===== config.mk =====
export PLATFORM = sky130hd
export DESIGN_NAME = ir_compensated_color_temperature_unit
export DESIGN_NICKNAME = d
export VERILOG_FILES = /design/src/hdl/icct_pkg.sv /design/src/hdl/icct_front.sv /design/src/hdl/icct_div_cell.sv /design/src/hdl/ir_compensated_color_temperature_unit.sv
export SDC_FILE = /design/constraint.sdc
export NUM_CORES = 2
export LEC_CHECK = 0
export BUFFER_PORTS_ARGS = -buffer_cell sky130_fd_sc_hd__buf_2
export CAP_MARGIN = 20
export CORE_ASPECT_RATIO = 1.25
export CORE_UTILIZATION = 58
export CTS_BUF_LIST = sky130_fd_sc_hd__clkbuf_4 sky130_fd_sc_hd__clkbuf_8 sky130_fd_sc_hd__clkbuf_16
export CTS_CLUSTER_DIAMETER = 80
export DETAILED_ROUTE_END_ITERATION = 8
export GPL_TIMING_DRIVEN = 0
export PLACE_DENSITY = 0.85
export SYNTH_ARGS = -nofsm -noshare
export SYNTH_HDL_FRONTEND = slang
export SYNTH_SLANG_ARGS = --single-unit
export TNS_END_PERCENT = 30

===== constraint.sdc =====
create_clock -name clk_i -period 47.6 [get_ports clk_i]
set_input_delay 4.76 -clock clk_i [delete_from_list [all_inputs] [get_ports clk_i]]
set_output_delay 4.76 -clock clk_i [all_outputs]
set_load 0.01 [all_outputs]

===== src/hdl/icct_pkg.sv =====
// shared types and constants of the color temperature unit
package icct_pkg;

  // quotient width: 3810 * 65535 stays below 2^28
  localparam int unsigned DivBits = 28;
  localparam int unsigned ChanW   = 16;

  localparam logic [DivBits-1:0] SlopeK     = DivBits'(3810);
  localparam logic [ChanW-1:0]   OffsetK    = ChanW'(1391);
  localparam logic [8:0]         CycleBase  = 9'd256;
  localparam logic [8:0]         CycleLimit = 9'd63;
  localparam logic [ChanW-1:0]   DigitalSat = 16'hFFFF;
  localparam logic [7:0]         AtimeReset = 8'd255;

  // word handed from one divider cell to the next
  typedef struct packed {
    logic               reject;
    logic [ChanW-1:0]   divisor;
    logic [ChanW-1:0]   rem;
    logic [DivBits-1:0] nq;      // numerator bits still to shift out, quotient bits shifted in
  } div_word_t;

endpackage


===== src/hdl/icct_front.sv =====
// front stages: saturation check, ir removal and numerator product
module icct_front import icct_pkg::*; (
  input  logic             clk_i,
  input  logic             rst_ni,
  input  logic             en_i,
  input  logic [7:0]       integration_time_i,
  input  logic             valid_i,
  input  logic [ChanW-1:0] red_i,
  input  logic [ChanW-1:0] green_i,
  input  logic [ChanW-1:0] blue_i,
  input  logic [ChanW-1:0] clear_count_i,
  output logic             valid_o,
  output div_word_t        word_o
);

  logic [8:0]       cycles;
  logic [ChanW-1:0] sat_level;
  logic             reject_a;
  logic [17:0]      sum_a;

  logic             valid_a_q, valid_b_q, valid_c_q;
  logic             reject_a_q, reject_b_q;
  logic [17:0]      sum_a_q;
  logic [ChanW-1:0] red_a_q, blue_a_q, clear_a_q;
  logic [ChanW-1:0] r2_b_q, b2_b_q;
  div_word_t        word_c_q;

  logic [18:0]      diff_b;
  logic [ChanW-1:0] ir_b;
  logic [ChanW-1:0] r2_b, b2_b;

  // saturation level: 768 counts per cycle below the digital limit
  assign cycles = CycleBase - {1'b0, integration_time_i};
  always_comb begin
    if (cycles > CycleLimit) begin
      sat_level = DigitalSat;
    end else begin
      sat_level = {1'b0, cycles[5:0], 9'd0} + {2'b00, cycles[5:0], 8'd0};
    end
  end

  assign reject_a = (clear_count_i == '0) || (clear_count_i >= sat_level);
  assign sum_a    = {2'b00, red_i} + {2'b00, green_i} + {2'b00, blue_i};

  // ir is half the excess of r+g+b over clear, kept to 16 bits
  assign diff_b = {1'b0, sum_a_q} - {3'b000, clear_a_q};
  assign ir_b   = (sum_a_q > {2'b00, clear_a_q}) ? diff_b[16:1] : '0;
  assign r2_b   = red_a_q - ir_b;
  assign b2_b   = blue_a_q - ir_b;

  always_ff @(posedge clk_i or negedge rst_ni) begin
    if (!rst_ni) begin
      valid_a_q <= 1'b0;
      valid_b_q <= 1'b0;
      valid_c_q <= 1'b0;
    end else if (en_i) begin
      valid_a_q <= valid_i;
      valid_b_q <= valid_a_q;
      valid_c_q <= valid_b_q;
    end
  end

  always_ff @(posedge clk_i) begin
    if (en_i) begin
      reject_a_q       <= reject_a;
      sum_a_q          <= sum_a;
      red_a_q          <= red_i;
      blue_a_q         <= blue_i;
      clear_a_q        <= clear_count_i;
      reject_b_q       <= reject_a_q;
      r2_b_q           <= r2_b;
      b2_b_q           <= b2_b;
      word_c_q.reject  <= reject_b_q || (r2_b_q == '0);
      word_c_q.divisor <= r2_b_q;
      word_c_q.rem     <= '0;
      word_c_q.nq      <= SlopeK * {{(DivBits-ChanW){1'b0}}, b2_b_q};
    end
  end

  assign valid_o = valid_c_q;
  assign word_o  = word_c_q;

endmodule


===== src/hdl/icct_div_cell.sv =====
// one restoring divider cell: settles one quotient bit per pass
module icct_div_cell import icct_pkg::*; (
  input  logic      clk_i,
  input  logic      rst_ni,
  input  logic      en_i,
  input  logic      valid_i,
  input  div_word_t word_i,
  output logic      valid_o,
  output div_word_t word_o
);

  logic      [ChanW:0] rem_shift;
  logic                fits;
  div_word_t           word_d;
  logic                valid_q;
  div_word_t           word_q;

  assign rem_shift = {word_i.rem, word_i.nq[DivBits-1]};
  assign fits      = rem_shift >= {1'b0, word_i.divisor};

  always_comb begin
    word_d         = word_i;
    word_d.nq      = {word_i.nq[DivBits-2:0], fits};
    word_d.rem     = fits ? ChanW'(rem_shift - {1'b0, word_i.divisor})
                          : rem_shift[ChanW-1:0];
  end

  always_ff @(posedge clk_i or negedge rst_ni) begin
    if (!rst_ni) begin
      valid_q <= 1'b0;
    end else if (en_i) begin
      valid_q <= valid_i;
    end
  end

  always_ff @(posedge clk_i) begin
    if (en_i) begin
      word_q <= word_d;
    end
  end

  assign valid_o = valid_q;
  assign word_o  = word_q;

endmodule


===== src/hdl/ir_compensated_color_temperature_unit.sv =====
// top level of the ir compensated color temperature unit
//
// input channel: in_valid_i / in_ready_o with red_i, green_i, blue_i and
//   clear_count_i, one raw sample per transaction
// output channel: out_valid_o / out_ready_i with kelvin_o, one result per
//   sample, in order; 0 marks a rejected sample (clear zero, clear at or
//   above saturation, or compensated red zero)
// config channel: cfg_valid_i / cfg_ready_o with cfg_data_i, the atime
//   value; always ready, write it only while no sample is in flight
// throughput: one sample per cycle while no result is held back, set by
//   the row of 28 divider cells that each settle one quotient bit and pass
//   the word on whenever the pipe advances; path to out_valid_o: 3 front
//   stages, 28 divider cells, 1 output register
// reset: pipeline emptied, atime returns to 255
// stall: while a result waits the pipe keeps moving until its last cell
//   holds a sample; only then does in_ready_o drop
module ir_compensated_color_temperature_unit import icct_pkg::*; (
  input  logic             clk_i,
  input  logic             rst_ni,
  input  logic             cfg_valid_i,
  output logic             cfg_ready_o,
  input  logic [7:0]       cfg_data_i,
  input  logic             in_valid_i,
  output logic             in_ready_o,
  input  logic [ChanW-1:0] red_i,
  input  logic [ChanW-1:0] green_i,
  input  logic [ChanW-1:0] blue_i,
  input  logic [ChanW-1:0] clear_count_i,
  output logic             out_valid_o,
  input  logic             out_ready_i,
  output logic [ChanW-1:0] kelvin_o
);

  logic [7:0]       atime_q;
  logic             en;
  logic             out_valid_q;
  logic [ChanW-1:0] kelvin_q;

  // cell chain taps: index 0 is the front output, DivBits the last cell
  logic             valid_c [DivBits+1];
  div_word_t        word_c  [DivBits+1];

  // config register, write any time the host asks
  assign cfg_ready_o = 1'b1;
  always_ff @(posedge clk_i or negedge rst_ni) begin
    if (!rst_ni) begin
      atime_q <= AtimeReset;
    end else if (cfg_valid_i) begin
      atime_q <= cfg_data_i;
    end
  end

  // the whole pipe advances together; it may move whenever the output
  // register frees up or the last cell carries nothing to hand over
  assign en         = out_ready_i || !out_valid_q || !valid_c[DivBits];
  assign in_ready_o = en;

  icct_front u_front (
    .clk_i              (clk_i),
    .rst_ni             (rst_ni),
    .en_i               (en),
    .integration_time_i (atime_q),
    .valid_i            (in_valid_i),
    .red_i              (red_i),
    .green_i            (green_i),
    .blue_i             (blue_i),
    .clear_count_i      (clear_count_i),
    .valid_o            (valid_c[0]),
    .word_o             (word_c[0])
  );

  // one cell per quotient bit, msb first
  for (genvar i = 0; i < DivBits; i++) begin : g_cell
    icct_div_cell u_cell (
      .clk_i   (clk_i),
      .rst_ni  (rst_ni),
      .en_i    (en),
      .valid_i (valid_c[i]),
      .word_i  (word_c[i]),
      .valid_o (valid_c[i+1]),
      .word_o  (word_c[i+1])
    );
  end

  // output register: offset added, rejected samples forced to zero
  always_ff @(posedge clk_i or negedge rst_ni) begin
    if (!rst_ni) begin
      out_valid_q <= 1'b0;
    end else if (en && valid_c[DivBits]) begin
      out_valid_q <= 1'b1;
    end else if (out_ready_i) begin
      out_valid_q <= 1'b0;
    end
  end

  always_ff @(posedge clk_i) begin
    if (en && valid_c[DivBits]) begin
      kelvin_q <= word_c[DivBits].reject ? '0
                                         : word_c[DivBits].nq[ChanW-1:0] + OffsetK;
    end
  end

  assign out_valid_o = out_valid_q;
  assign kelvin_o    = kelvin_q;

  // input only blocks while a finished result is held back
  a_stall_cause: assert property (@(posedge clk_i) disable iff (!rst_ni)
    !in_ready_o |-> (out_valid_o && !out_ready_i))
    else $error("input stalled without an output stall");

  // a sample leaving the last cell lands in the output register
  a_hand_over: assert property (@(posedge clk_i) disable iff (!rst_ni)
    (valid_c[DivBits] && en) |=> out_valid_o)
    else $error("result lost between last cell and output");

  // restoring division keeps the remainder below the divisor
  a_rem_bound: assert property (@(posedge clk_i) disable iff (!rst_ni)
    (valid_c[DivBits] && !word_c[DivBits].reject) |->
      (word_c[DivBits].rem < word_c[DivBits].divisor))
    else $error("divider remainder out of range");

endmodule

==> load_flow_metrics.sql <==
INSERT INTO impl_metrics (metric_group, metric, value, unit) VALUES
('timing', 'hold-worst-slack', '0.399', 'ns'),
('logic_synthesis', 'ys_seq_area_share', '58.1', '%'),
('logic_synthesis', 'distinct_cell_type_count_of_the_synthesized_netlist', '85', ''),
('cts', 'clk_latency', '0.79', 'ns'),
('timing', 'timing.final.crit_share', '23.6', '%'),
('cts', 'cts-resized-gates', '0', ''),
('critical_path', 'regToRegStartpoint', 'u_front.b2_b_q[2]', ''),
('cts', 'clock_tree.buffer_depth', '3', ''),
('cells_and_area', 'area_taken_by_multi_input_logic_gates', '31100', 'um2'),
('die', 'floorplan.initialDensity', '58.4', '%'),
('outcome', 'run_status', 'finished, final reports clean', ''),
('cells_and_area', 'post_route_cells_drive_above_1_share', '11.2', '%'),
('cts', 'postCtsHoldBufs', '0', ''),
('cells_and_area', 'layout.filler_cells', '9958', ''),
('cells_and_area', 'syn_to_final_growth', '10.1', '%'),
('hold_path', 'startpoint_of_the_worst_hold_path', 'g_cell[2].u_cell.word_o[22]', ''),
('critical_path', 'critical_path_arrival', '6.48', 'ns'),
('cts', 'cts-htree-levels', '4', ''),
('timing', 'finalHoldViolations', '0', ''),
('logic_synthesis', 'share_of_yosys_cell_area_claimed_by_the_top_area_cell_type', '56.9', '%'),
('timing', 'setup_viol_count_final', '0', ''),
('placement', 'dp_hpwl', '114000', 'um'),
('route', 'detailroute.via_count', '48800', ''),
('timing', 'setup-tns-final', '0', 'ns'),
('timing', 'slew_headroom', '26.8', '%'),
('critical_path', 'setup.worst_path.end_class', 'primary output', ''),
('logic_synthesis', 'syn_area', '81200', 'um2'),
('hold_path', 'min_to', 'g_cell[3].u_cell.word_o[23]', ''),
('timing', 'finalWorstPathRequiredPeriod', '11.24', 'ns'),
('critical_path', 'worst-path-max-fanout', '136', ''),
('critical_path', 'worst-endpoint-required', '42.84', 'ns'),
('die', 'fp.coreArea', '139000', 'um2'),
('logic_synthesis', 'per_instance_average_area_after_synthesis', '13.0', 'um2'),
('logic_synthesis', 'synth.top_cells.by_count', '1539 x sky130_fd_sc_hd__edfxtp_1, 705 x sky130_fd_sc_hd__inv_1, 626 x sky130_fd_sc_hd__ha_1', ''),
('cts', 'numCtsBuffers', '155', ''),
('cts', 'cts.repair_timing.setup_buffer_count', '0', ''),
('hold_path', 'path_type_of_the_worst_min_delay_path', 'reg2reg', ''),
('logic_synthesis', 'yosysWarnings', '0', ''),
('critical_path', 'timing.rr.end', 'u_front.word_o[25]', ''),
('cts', 'tritoncts', 'yes', ''),
('global_route', 'grt.overflow.total', '0', ''),
('die', 'fp.dieArea', '142000', 'um2'),
('cts', 'root_buffer_master', 'sky130_fd_sc_hd__clkbuf_16', ''),
('critical_path', 'reg2regPathDepth', '16', ''),
('global_route', 'grt_util_met3', '2.91', '%'),
('cts', 'clkTransAtPathRegs', '0.06', 'ns'),
('global_route', 'grt_use_met2', '41.5', '%'),
('placement', 'globalplace.congestion', '0.920', ''),
('hold_path', 'hold-path-cell-count', '0', ''),
('critical_path', 'reg2reg_setup_slack', '41.40', 'ns'),
('die', 'floorplan.rows', '153', ''),
('route', 'number_of_drc_violations_after_detailed_routing', '0', ''),
('global_route', 'busiest_layer', 'met2', ''),
('cts', 'tritoncts_num_sinks', '1579', ''),
('critical_path', 'worst_path_class_setup', 'in2out', ''),
('timing', 'fin_skew', '0.0404', 'ns'),
('die', 'die_width', '337', 'um'),
('die', 'ios', '96', ''),
('timing', 'drv_slew', '0', ''),
('placement', 'port_bufs', '93', ''),
('route', 'detail_route.wl_per_cell', '18.3', 'um'),
('logic_synthesis', 'synth_top_cells_by_area', 'sky130_fd_sc_hd__edfxtp_1 57%, sky130_fd_sc_hd__ha_1 9.6%, sky130_fd_sc_hd__mux2_2 4.5%', ''),
('route', 'drt-initial-drc-count', '3481', ''),
('global_route', 'grt.total_usage', '22.1', '%'),
('route', 'antenna_violating_nets_post_route', '0', ''),
('critical_path', 'startpoint_types', 'input port', ''),
('logic_synthesis', 'synthCells', '6264', ''),
('timing', 'setup_repair_after_global_routing_missed_its_margin', 'no', ''),
('die', 'die_y', '420', 'um'),
('global_route', 'groute.layer.met1.usage', '23.9', '%'),
('global_route', 'largest_net_degree_at_the_start_of_global_routing', '209', '');
-- logic make-up (layout without fill, tap and decap cells) --
family                     after synthesis  count (layout)  synth area share [%]
AOI/OAI and AO/OA                     1167            1167                  9.36
and+or+nand+nor                       1278            1278                  7.63
xor gates and xnor gates               362             362                  3.92
muxes                                  388             388                  5.32
buffers and inverters                  767            1154                  3.60
adders and majority gates              722             722                  12.0
DFF                                   1579            1579                  58.1
other                                    1               1               0.00462
-- area by class of cell --
| type | count | share of cell area [%] |
|---|---|---|
| Tap cell | 1860 | 2.60 |
| Clock inverter | 89 | 0.985 |
| Inverter | 705 | 2.96 |
| Timing Repair Buffer | 107 | 0.825 |
| Multi-Input combinational cell | 3918 | 34.7 |
| Clock buffer | 191 | 4.75 |
| Sequential cell | 1579 | 52.8 |
| Buffer | 62 | 0.334 |
-- flip-flops by register name (all words and copies together), names as in the netlist --
| name | count |
|---|---|
| atime_q | 8 |
| g_cell.u_cell.valid_o | 28 |
| g_cell.u_cell.word_o | 1379 |
| kelvin_o | 16 |
| out_valid_o | 1 |
| u_front.b2_b_q | 16 |
| u_front.blue_a_q | 16 |
| u_front.clear_a_q | 16 |
| u_front.r2_b_q | 16 |
| u_front.red_a_q | 16 |
| u_front.reject_a_q | 1 |
| u_front.reject_b_q | 1 |
| u_front.sum_a_q | 18 |
| u_front.valid_a_q | 1 |
| u_front.valid_b_q | 1 |
| u_front.valid_o | 1 |
| u_front.word_o | 44 |
-- worst max-delay path, cell delays in order --
cell and delay (ns):
sky130_fd_sc_hd__buf_2 0.08, sky130_fd_sc_hd__nand3b_1 0.28, sky130_fd_sc_hd__buf_16 0.44, sky130_fd_sc_hd__buf_16 0.50
sky130_fd_sc_hd__buf_2 0.25
-- layout by cell type (no fill, tap or decap), types with 96 or more instances in the layout --
| cell | Yosys | routed |
|---|---|---|
| sky130_fd_sc_hd__a21oi_1 | 296 | 296 |
| sky130_fd_sc_hd__buf_2 | 9 | 105 |
| sky130_fd_sc_hd__clkbuf_16 | 0 | 160 |
| sky130_fd_sc_hd__edfxtp_1 | 1539 | 1539 |
| sky130_fd_sc_hd__fa_1 | 96 | 96 |
| sky130_fd_sc_hd__ha_1 | 626 | 626 |
| sky130_fd_sc_hd__inv_1 | 705 | 705 |
| sky130_fd_sc_hd__mux2_2 | 324 | 324 |
| sky130_fd_sc_hd__nand2_1 | 262 | 262 |
| sky130_fd_sc_hd__nand3_1 | 106 | 106 |
| sky130_fd_sc_hd__nor2_1 | 379 | 379 |
| sky130_fd_sc_hd__nor2b_1 | 99 | 99 |
| sky130_fd_sc_hd__nor3_1 | 108 | 108 |
| sky130_fd_sc_hd__o21ai_0 | 267 | 267 |
| sky130_fd_sc_hd__xnor2_1 | 265 | 265 |
| sky130_fd_sc_hd__xor2_1 | 96 | 96 |
-- layer usage --
layer / wire length, um / part of all wire (%)
met3: 5450 / 3.5
met1: 58500 / 38
met2: 83600 / 54
met4: 8120 / 5.2
met5: 0 / 0
-- through the flow --
step	utilization (%)	worst slack, ns	instance area, um2	instances
global placement	60.5	-13.85	84000	8217
global route	64.4	36.21	89400	8511
floorplan	-	1.70	81200	6264
detailed placement	60.6	36.36	84300	8226
CTS	64.3	36.34	89400	8506
finish	64.4	36.36	89400	8511
-- worst max path at each step --
stage / start / endpoint / slack, ns / depth (start not counted)
after floorplan: out_ready_i / in_ready_o / 1.70 / 2
after global placement: out_ready_i / in_ready_o / -13.85 / 4
after detailed placement: out_ready_i / in_ready_o / 36.36 / 5
after CTS: out_ready_i / in_ready_o / 36.34 / 5
after global routing: out_ready_i / in_ready_o / 36.21 / 5
final: out_ready_i / in_ready_o / 36.36 / 5
Power is left out: the tool's default activity adds up to more than one toggle a clock period on the data nets, which glitch-free logic cannot reach.
